### config.mk
export PLATFORM = sky130hd
export DESIGN_NAME = ws2812_pulse_width_encoder
export DESIGN_NICKNAME = d
export VERILOG_FILES = /design/src/rtl/wspwe_pkg.sv /design/src/rtl/wspwe_front.sv /design/src/rtl/wspwe_queue.sv /design/src/rtl/wspwe_back.sv /design/src/rtl/ws2812_pulse_width_encoder.sv
export VERILOG_INCLUDE_DIRS = /design/src /design/src/rtl
export SDC_FILE = /design/constraint.sdc
export NUM_CORES = 1
export LEC_CHECK = 0
export BUFFER_PORTS_ARGS = -buffer_cell sky130_fd_sc_hd__clkbuf_2
export CELL_PAD_IN_SITES_DETAIL_PLACEMENT = 1
export CELL_PAD_IN_SITES_GLOBAL_PLACEMENT = 2
export CORE_MARGIN = 8
export CORE_UTILIZATION = 39
export DETAILED_ROUTE_END_ITERATION = 7
export PLACE_DENSITY = 0.79
export SYNTH_ARGS = -nofsm -noshare
export SYNTH_HDL_FRONTEND = slang
export SYNTH_SLANG_ARGS = --single-unit
### constraint.sdc
create_clock -name clk -period 4.08 [get_ports clk]
set_input_delay 0.204 -clock clk [delete_from_list [all_inputs] [get_ports clk]]
set_output_delay 0.204 -clock clk [all_outputs]
set_load 0.05 [all_outputs]
### src/rtl/ws2812_pulse_width_encoder_assert.svh
// ---------------------------------------------------------------------------
// ws2812 pulse width encoder assertion macros
// shared concurrent check forms, clocked on clk, off during reset
// ---------------------------------------------------------------------------
`ifndef WS2812_PULSE_WIDTH_ENCODER_ASSERT_SVH
`define WS2812_PULSE_WIDTH_ENCODER_ASSERT_SVH

// same-cycle implication
`define WSPWE_ASSERT_NOW(lbl, ante, cons, msg) \
  lbl: assert property (@(posedge clk) disable iff (!rst_n) (ante) |-> (cons)) \
    else $error(msg);

// next-cycle implication
`define WSPWE_ASSERT_NEXT(lbl, ante, cons, msg) \
  lbl: assert property (@(posedge clk) disable iff (!rst_n) (ante) |=> (cons)) \
    else $error(msg);

`endif

### src/rtl/wspwe_pkg.sv
// ---------------------------------------------------------------------------
// wspwe_pkg
// types and constants of the ws2812 pulse width encoder
// ---------------------------------------------------------------------------
package wspwe_pkg;

  localparam int unsigned BITS_PER_LED = 24;
  localparam int unsigned CNT_W        = 5;
  localparam logic [CNT_W-1:0] CNT_LAST_BIT = 5'd23;
  localparam logic [CNT_W-1:0] CNT_LATCH    = 5'd24;

  localparam int unsigned CFG_IDX_W  = 2;
  localparam int unsigned CFG_DATA_W = 16;
  localparam logic [CFG_IDX_W-1:0] CFG_ONE_PULSE_WIDTH  = 2'd0;
  localparam logic [CFG_IDX_W-1:0] CFG_ZERO_PULSE_WIDTH = 2'd1;
  localparam logic [CFG_IDX_W-1:0] CFG_LED_COUNT        = 2'd2;

  localparam logic [8:0] LED_COUNT_RESET = 9'd3;

  typedef struct packed {
    logic [7:0] led_index;
    logic [7:0] red;
    logic [7:0] green;
    logic [7:0] blue;
  } in_item_t;

  typedef struct packed {
    logic [15:0] pulse_width;
    logic        latch_slot;
    logic        last_of_run;
  } out_item_t;

  typedef struct packed {
    logic [BITS_PER_LED-1:0] grb;
    logic                    latch;
  } q_entry_t;

  typedef struct packed {
    logic valid;
    logic full;
  } q_status_t;

endpackage

### src/rtl/wspwe_front.sv
// ---------------------------------------------------------------------------
// wspwe_front
// accepts led requests, drops out-of-chain positions, packs grb and flags
// the last led of the frame
// ---------------------------------------------------------------------------
module wspwe_front (
  input  logic                in_valid,
  output logic                in_stall,
  input  wspwe_pkg::in_item_t in_data,
  input  logic [8:0]          led_count,
  input  wspwe_pkg::q_status_t q_status,
  output logic                push,
  output wspwe_pkg::q_entry_t push_entry
);
  import wspwe_pkg::*;

  logic [8:0] pos;
  logic       in_range;

  assign pos      = {1'b0, in_data.led_index};
  assign in_range = pos < led_count;
  assign in_stall = q_status.full;
  assign push     = in_valid && !q_status.full && in_range;

  assign push_entry.grb   = {in_data.green, in_data.red, in_data.blue};
  assign push_entry.latch = (pos + 9'd1) == led_count;

endmodule

### src/rtl/wspwe_queue.sv
// ---------------------------------------------------------------------------
// wspwe_queue
// two-entry queue between front and back
// ---------------------------------------------------------------------------
module wspwe_queue (
  input  logic                  clk,
  input  logic                  rst_n,
  input  logic                  push,
  input  wspwe_pkg::q_entry_t   push_entry,
  input  logic                  pop,
  output wspwe_pkg::q_entry_t   pop_entry,
  output wspwe_pkg::q_status_t  q_status
);
  import wspwe_pkg::*;

  q_entry_t   mem_r [2];
  logic       wr_ptr_r, wr_ptr_nxt;
  logic       rd_ptr_r, rd_ptr_nxt;
  logic [1:0] cnt_r, cnt_nxt;

  always_comb begin
    wr_ptr_nxt = push ? !wr_ptr_r : wr_ptr_r;
    rd_ptr_nxt = pop ? !rd_ptr_r : rd_ptr_r;
    cnt_nxt    = cnt_r + 2'(push) - 2'(pop);
  end

  always_ff @(posedge clk) begin
    if (!rst_n) begin
      wr_ptr_r <= 1'b0;
      rd_ptr_r <= 1'b0;
      cnt_r    <= 2'd0;
    end else begin
      wr_ptr_r <= wr_ptr_nxt;
      rd_ptr_r <= rd_ptr_nxt;
      cnt_r    <= cnt_nxt;
    end
  end

  always_ff @(posedge clk) begin
    if (push) begin
      mem_r[wr_ptr_r] <= push_entry;
    end
  end

  assign pop_entry      = mem_r[rd_ptr_r];
  assign q_status.valid = cnt_r != 2'd0;
  assign q_status.full  = cnt_r == 2'd2;

endmodule

### src/rtl/wspwe_back.sv
// ---------------------------------------------------------------------------
// wspwe_back
// serializes one grb word into pulse width results, msb first, plus the
// latch slot for a frame's last led, through a registered output stage
// ---------------------------------------------------------------------------
`include "ws2812_pulse_width_encoder_assert.svh"

module wspwe_back (
  input  logic                  clk,
  input  logic                  rst_n,
  input  wspwe_pkg::q_status_t  q_status,
  input  wspwe_pkg::q_entry_t   pop_entry,
  output logic                  pop,
  input  logic [15:0]           one_width,
  input  logic [15:0]           zero_width,
  output logic                  out_valid,
  input  logic                  out_stall,
  output wspwe_pkg::out_item_t  out_data
);
  import wspwe_pkg::*;

  logic [BITS_PER_LED-1:0] word_r, word_nxt;
  logic [CNT_W-1:0]        cnt_r, cnt_nxt;
  logic                    latch_r, latch_nxt;
  logic                    busy_r, busy_nxt;
  logic                    out_valid_r, out_valid_nxt;
  out_item_t               out_data_r, out_data_nxt;
  logic                    load_ok;
  logic                    adv;
  logic                    fin;
  logic                    in_latch_slot;

  assign load_ok       = !out_valid_r || !out_stall;
  assign adv           = busy_r && load_ok;
  assign in_latch_slot = cnt_r == CNT_LATCH;
  assign fin           = adv && (latch_r ? in_latch_slot : (cnt_r == CNT_LAST_BIT));
  assign pop           = q_status.valid && (!busy_r || fin);

  always_comb begin
    word_nxt  = word_r;
    cnt_nxt   = cnt_r;
    latch_nxt = latch_r;
    busy_nxt  = busy_r;
    if (pop) begin
      word_nxt  = pop_entry.grb;
      latch_nxt = pop_entry.latch;
      cnt_nxt   = '0;
      busy_nxt  = 1'b1;
    end else if (fin) begin
      busy_nxt = 1'b0;
    end else if (adv) begin
      cnt_nxt  = cnt_r + CNT_W'(1);
      word_nxt = {word_r[BITS_PER_LED-2:0], 1'b0};
    end
  end

  always_comb begin
    out_valid_nxt = out_valid_r;
    out_data_nxt  = out_data_r;
    if (load_ok) begin
      out_valid_nxt = adv;
    end
    if (adv) begin
      if (in_latch_slot) begin
        out_data_nxt.pulse_width = '0;
        out_data_nxt.latch_slot  = 1'b1;
        out_data_nxt.last_of_run = 1'b1;
      end else begin
        out_data_nxt.pulse_width = word_r[BITS_PER_LED-1] ? one_width : zero_width;
        out_data_nxt.latch_slot  = 1'b0;
        out_data_nxt.last_of_run = !latch_r && (cnt_r == CNT_LAST_BIT);
      end
    end
  end

  always_ff @(posedge clk) begin
    if (!rst_n) begin
      busy_r      <= 1'b0;
      out_valid_r <= 1'b0;
    end else begin
      busy_r      <= busy_nxt;
      out_valid_r <= out_valid_nxt;
    end
  end

  always_ff @(posedge clk) begin
    word_r     <= word_nxt;
    cnt_r      <= cnt_nxt;
    latch_r    <= latch_nxt;
    out_data_r <= out_data_nxt;
  end

  assign out_valid = out_valid_r;
  assign out_data  = out_data_r;

  `WSPWE_ASSERT_NOW(a_latch_slot_form, out_valid_r && out_data_r.latch_slot,
    out_data_r.last_of_run && (out_data_r.pulse_width == '0), "latch slot malformed")
  `WSPWE_ASSERT_NOW(a_pop_nonempty, pop, q_status.valid, "pop from empty queue")
  `WSPWE_ASSERT_NOW(a_cnt_range, busy_r,
    (cnt_r < CNT_LATCH) || (latch_r && in_latch_slot), "bit counter out of range")
  `WSPWE_ASSERT_NEXT(a_fin_hands_over, fin && !q_status.valid, !busy_r,
    "serializer busy after last result")

endmodule

### src/rtl/ws2812_pulse_width_encoder.sv
// ---------------------------------------------------------------------------
// ws2812_pulse_width_encoder
// grb led color to per-bit pwm compare value encoder
// ---------------------------------------------------------------------------
// Each led request yields 24 pulse width results, green msb first, then red,
// then blue; the led at position led_count-1 adds a 25th zero-width latch
// slot. The serializer emits one result per cycle while out_stall is low;
// a position at or beyond led_count is taken and gives nothing. A two-entry
// queue lets the front keep taking requests while the serializer works, and
// pulse widths are kept to min(PULSE_WIDTH_BITS, 16) bits.
// ---------------------------------------------------------------------------
module ws2812_pulse_width_encoder #(
  parameter int unsigned PULSE_WIDTH_BITS = 16
) (
  input  logic                                    clk,
  input  logic                                    rst_n,
  input  logic                                    in_valid,
  output logic                                    in_stall,
  input  wspwe_pkg::in_item_t                     in_data,
  output logic                                    out_valid,
  input  logic                                    out_stall,
  output wspwe_pkg::out_item_t                    out_data,
  input  logic                                    cfg_we,
  input  logic [wspwe_pkg::CFG_IDX_W-1:0]         cfg_index,
  input  logic [wspwe_pkg::CFG_DATA_W-1:0]        cfg_data
);
  import wspwe_pkg::*;

  localparam int unsigned STORE_W = (PULSE_WIDTH_BITS < 16) ? PULSE_WIDTH_BITS : 16;

  logic [STORE_W-1:0] one_r, one_nxt;
  logic [STORE_W-1:0] zero_r, zero_nxt;
  logic [8:0]         led_count_r, led_count_nxt;

  q_status_t q_status;
  q_entry_t  push_entry;
  q_entry_t  pop_entry;
  logic      push;
  logic      pop;

  always_comb begin
    one_nxt       = one_r;
    zero_nxt      = zero_r;
    led_count_nxt = led_count_r;
    if (cfg_we) begin
      unique case (cfg_index)
        CFG_ONE_PULSE_WIDTH:  one_nxt       = cfg_data[STORE_W-1:0];
        CFG_ZERO_PULSE_WIDTH: zero_nxt      = cfg_data[STORE_W-1:0];
        CFG_LED_COUNT:        led_count_nxt = cfg_data[8:0];
        default: ;
      endcase
    end
  end

  always_ff @(posedge clk) begin
    if (!rst_n) begin
      one_r       <= '0;
      zero_r      <= '0;
      led_count_r <= LED_COUNT_RESET;
    end else begin
      one_r       <= one_nxt;
      zero_r      <= zero_nxt;
      led_count_r <= led_count_nxt;
    end
  end

  wspwe_front u_front (
    .in_valid   (in_valid),
    .in_stall   (in_stall),
    .in_data    (in_data),
    .led_count  (led_count_r),
    .q_status   (q_status),
    .push       (push),
    .push_entry (push_entry)
  );

  wspwe_queue u_queue (
    .clk        (clk),
    .rst_n      (rst_n),
    .push       (push),
    .push_entry (push_entry),
    .pop        (pop),
    .pop_entry  (pop_entry),
    .q_status   (q_status)
  );

  wspwe_back u_back (
    .clk        (clk),
    .rst_n      (rst_n),
    .q_status   (q_status),
    .pop_entry  (pop_entry),
    .pop        (pop),
    .one_width  (16'(one_r)),
    .zero_width (16'(zero_r)),
    .out_valid  (out_valid),
    .out_stall  (out_stall),
    .out_data   (out_data)
  );

endmodule

-- Word-level counts from Yosys, hierarchy flattened
Memories as Yosys holds them, arrays and structs flattened. A register that Yosys moved wholly into a read port is not among the register bits.
Index checks and enable logic that the tools add are counted.
- add/subtract/negate cells: 4
- $lt $le $gt $ge: 1
- equality and inequality tests: 7
- mux-type cells: 12
- bitwise operators: 1
- reduce and logical (&&, ||, !) cells: 24
- operator list (kind ; count):
    $mux 24 ; 3
    $mux 16 ; 1
    $eq 5x5->1 const B ; 2
    $reduce_and 2->1 ; 5
    $add 8x1->9 const B ; 1
    $eq 9x9->1 ; 1
    $lt 8x9->1 ; 1
    $logic_not 1->1 ; 7
    $mux 1 ; 7
    $logic_and 1x1->1 ; 6
    $reduce_bool 2->1 ; 3
    $add 5x1->5 const B ; 1
    $eq 2x2->1 const B ; 2
    $add 2x1->2 ; 1
    $eq 2x1->1 const B ; 1
    $logic_not 2->1 ; 1
    $logic_or 1x1->1 ; 2
    $mux 2 ; 1
    $ne 2x2->1 const B ; 1
    $sub 2x1->2 ; 1
    $not 1->1 ; 1
- bits in registers: 95
- memory bits (writable): 50
- bits of input ports: 55
- output and inout bits: 20
- logic and storage cells: 64
- memories: 1
- memories (name ; words ; width ; rd ports ; clocked after Yosys merged registers in ; write ports ; RTL line ; RTL):
    u_queue.mem_r ; 2 ; 25 ; 1 ; 1 ; 1 ; wspwe_queue.sv:16 ; q_entry_t mem_r [2];

-- Depth between registers and ports, before layout
- depth in word-level cells: 8
- mapped depth: 12
- depth with buffers taken out: 11

-- Cells and area by module
Synthesis repeated with hierarchy kept, for this count alone.
- cell total of the unflattened synthesis: 501
- area, all modules: 6633.9 sq um
- modules (own cells, without submodules) (module ; instances ; cells each ; area an instance (sq um) ; seq. area each (sq um)):
    wspwe_back ; 1 ; 160 ; 2283.4 ; 1431.4
    wspwe_queue ; 1 ; 99 ; 2137.0 ; 1601.5
    ws2812_pulse_width_encoder ; 1 ; 156 ; 1585.3 ; 820.8
    wspwe_front ; 1 ; 86 ; 628.1 ; 0.0

-- Least setup slack after synthesis
OpenSTA, ideal clock, no wires.
- path type: register -> register
- start: reg led_count_r[4]
- end: mem u_queue.mem_r[0][0] in the netlist's numbering (enable)
- setup time: 0.410 ns
- arrival time: 2.493 ns
- required time: 3.670 ns
- slack: 1.177 ns
- cell stages (with the launch flop): 8
- path buffers: 0
- clock period less this slack: 2.903 ns
- cells stage by stage: dfxtp_1 > inv_1 > ha_1 > a211oi_1 > nand2_1 > o2111ai_1 > and3_1 > nor2b_1
- longest elaborated chain between the ends: 4
- RTL lines (what ; RTL line ; RTL):
    start, declared ; ws2812_pulse_width_encoder.sv:33 ; logic [8:0] led_count_r, led_count_nxt;
    start signal, assigned ; ws2812_pulse_width_encoder.sv:63 ; led_count_r <= led_count_nxt;
    $lt 8x9->1 ; wspwe_front.sv:21 ; assign in_range = pos < led_count;
    $logic_and 1x1->1 ; wspwe_front.sv:23 ; assign push = in_valid && !q_status.full && in_range;
    $mux 1 ; wspwe_queue.sv:40 ; if (push) begin
    $mux 1 (implied by the code) ; wspwe_queue.sv:41 ; mem_r[wr_ptr_r] <= push_entry;
    end, declared ; wspwe_queue.sv:16 ;
No other way between the ends.

-- Final worst setup path
- start: reg led_count_r[4]
- end: mem u_queue.mem_r[0][2] in the netlist's numbering (enable)
Same word-level chain as after synthesis.

==> impl_metrics.toml <==
[cts]
cts_root_buf = "clkbuf_16"
clk_pin_slew_ps = 60
clk_latency_ps = 420
htree_num_levels = 4
cts_buffers = 17
post-cts-setup-buffers = 0
cts_tree = "built"
clockBufferDepth = 2
clock_sinks = 146

[sta]
finalWorstSetupSlack_ps = 1780
fmax_ghz = 0.435
worstMarginPinSlew_ps = 1170
final_hold_viol_count = 0
fin_crit_ps = 2300
relSlewSlack_pct = 21.5
slew_viol_final = 0
fin_tns_setup_ps = 0
setup_viol = 0
finalCritPeriodShare_pct = 56.3
hold_slack_ps = 19.6
rsz0062_at_grt = "false"
clock_skew_ps = 9.82

[layout]
drive_above_1_share_pct = 19.3
final_cells = 814
fin_nets = 681
area_growth_pct = 21.9
finish.utilization_pct = 48.5
antenna_cells = 0
fillerInstances = 1634

[global_route]
antenna_found_initial = 0
grt_overflow = 0
grt_pass1_wl_um = 22700
grt_pass1_vias = 4340
track_usage_pct = 14.8
grt_max_degree = 53

[synth]
syn_inst = 514
yosys_warnings = 0
seq_area_frac_synth_pct = 63.7
synth_top_cells_by_area = "edfxtp_1 (46%), dfxtp_1 (18%), mux2i_1 (8.1%), a21oi_1 (4.9%), nand2_1 (4.7%)"
synth_cell_types = 46
synth.top_cell.area_share_pct = 46.2
async_flop_share_pct = 0
synth_edf_count = 93
synth_fp_nets = 582
ys_ff_latch = 146
post_synth.cell_area_avg_um2 = 11.8
ys.flop_type = "edfxtp_1"
netlist_area_mm2 = 0.00605
synth_top_cell_by_area = "edfxtp_1"

[placement]
dp_worst_setup_slack_ps = 1790
dp.cells = 758
port-buffer-count = 74
gp_congestion = 0.833
hpwl_um = 9400

[detailed_routing]
wl_um = 14000
ant_nets = 0
vias = 4045
routed_via_density = 4.97
dr.pass1.iters = 6
drc = 0
first_iter_violations = 160
post_drt_wl_per_cell_um = 17.2

[critical_path]
start_kind = "register"
crit_required_ps = 4160
endpoint_kind = "register"
cp.arrival_ps = 2380
cp_max_fo = 25
path_class = "register to register"

[power]
p_leak_nw = 2.85
peakVddDrop_mv = 0.425
power.density_mw_per_mm2 = 624

[hold_path]
min_path_type = "input port to register"

[floorplanning]
io_pins = 75
die_w_um = 141
die_area_mm2 = 0.0197
start_util_pct = 39.8
die-height_um = 141
rows = 45
core_area_mm2 = 0.0152

[flow_run]
cap_violations = 0

[status]
status = "finished, final reports clean"
per-stage QoR:
stage | power (mW) | cell area [um^2]
after floorplan | 2.91 | 6050
after global placement | 3.15 | 6580
after detailed placement | 3.19 | 6580
after CTS | 4.67 | 7370
after global routing | 4.84 | 7370
final | 4.60 | 7370
Yosys cell counts, drive strengths merged, types with 4 or more instances:
master and number:
edfxtp 93, nand2 76, a21oi 63, nor2 56, dfxtp 53, mux2i 49
clkbuf 16, ha 13, inv 13, buf 9, nand3 7, xnor2 7
and2 6, o21ai 6, xor2 5, and3 4
power breakdown:
| group | leakage [nW] | internal (mW) | switching [mW] | total (mW) |
|---|---|---|---|---|
| Sequential | 1.30 | 1.95 | 0.171 | 2.12 |
| Combinational | 1.28 | 0.359 | 0.675 | 1.03 |
| Clock | 0.264 | 0.865 | 0.580 | 1.45 |
metal layers:
metal | global-route usage (%) | vias up | part of all wire, %
met2 | 25.2 | 62 | 49
li1 | - | 2015 | -
met4 | 4.81 | 0 | 1.4
met5 | 0 | - | 0
met3 | 4.55 | 15 | 3.5
met1 | 17.4 | 1953 | 46
worst paths after layout:
kind / cells past startpoint / from / endpoint / slack (ps)
max: 8 / led_count_r[4]$_SDFFE_PN0P_ / u_queue.mem_r[0][2]$_DFFE_PP_ / 1780
min: 3 / cfg_data[14] / zero_r[14]$_SDFFE_PN0P_ / 20
max reg2reg: 8 / led_count_r[4]$_SDFFE_PN0P_ / u_queue.mem_r[0][2]$_DFFE_PP_ / 1780
min reg2reg: 2 / zero_r[3]$_SDFFE_PN0P_ / zero_r[3]$_SDFFE_PN0P_ / 450
layout by cell type (no fill, tap or decap), types with 4 or more instances in the layout:
master | netlist | layout
and2_1 | 5 | 5
clkinv_2 | 0 | 4
buf_4 | 2 | 7
a21oi_1 | 59 | 58
nand3_1 | 7 | 7
dlygate4sd3_1 | 0 | 24
o21ai_0 | 5 | 5
inv_1 | 13 | 13
ha_1 | 13 | 13
xnor2_1 | 7 | 7
mux2i_1 | 49 | 49
dfxtp_1 | 53 | 53
edfxtp_1 | 93 | 93
clkbuf_2 | 0 | 74
and3_1 | 4 | 4
nor2_1 | 56 | 56
nand2_1 | 76 | 76
clkbuf_16 | 0 | 17
xor2_1 | 5 | 5
a21oi_2 | 3 | 4
layout make-up:
class,instances,area [um^2],share of cell area [%]
multi-input cells,329,2020,27.4
flip-flops and latches,146,3850,52.3
clock buffers,22,464,6.30
clock inverters,10,85.1,1.15
repair buffers,105,663,8.99
well taps,188,235,3.19
inverters,14,52.6,0.713
critical path, stage by stage, from the launching register on:
cell and delay, ps:
dfxtp_1 370, inv_1 70, ha_1 290, a211oi_1 200, nand2_1 80, o2111ai_1 180
and3_1 270, nor2b_2 170, buf_4 330
registers in the layout (all words and copies together), names as in the netlist, named ones only:
register / cells
u_back.busy_r: 1
one_r: 16
led_count_r: 9
zero_r: 16
u_back.latch_r: 1
u_queue.cnt_r: 2
u_back.word_r: 24
u_queue.rd_ptr_r: 1
u_back.out_data: 18
u_queue.wr_ptr_r: 1
u_back.out_valid: 1
u_back.cnt_r: 5
u_queue.mem_r: 50
kinds of logic after synthesis:
| logic type | count (synthesis) | synth area share (%) |
|---|---|---|
| flip-flops | 146 | 63.7 |
| XOR/XNOR | 12 | 1.74 |
| buffers and inverters | 39 | 3.00 |
| multiplexers | 50 | 8.30 |
| AO/OA/AOI/OAI | 83 | 8.01 |
| adder cells (fa/ha/maj) | 13 | 2.69 |
| AND/OR/NAND/NOR | 171 | 12.6 |
repair_timing:
item,in CTS,in global routing
hold buffers,24,0
resized for setup,0,0
endpoints found under the hold margin,47,0
Note: power is estimated with default switching activity, not from simulation.
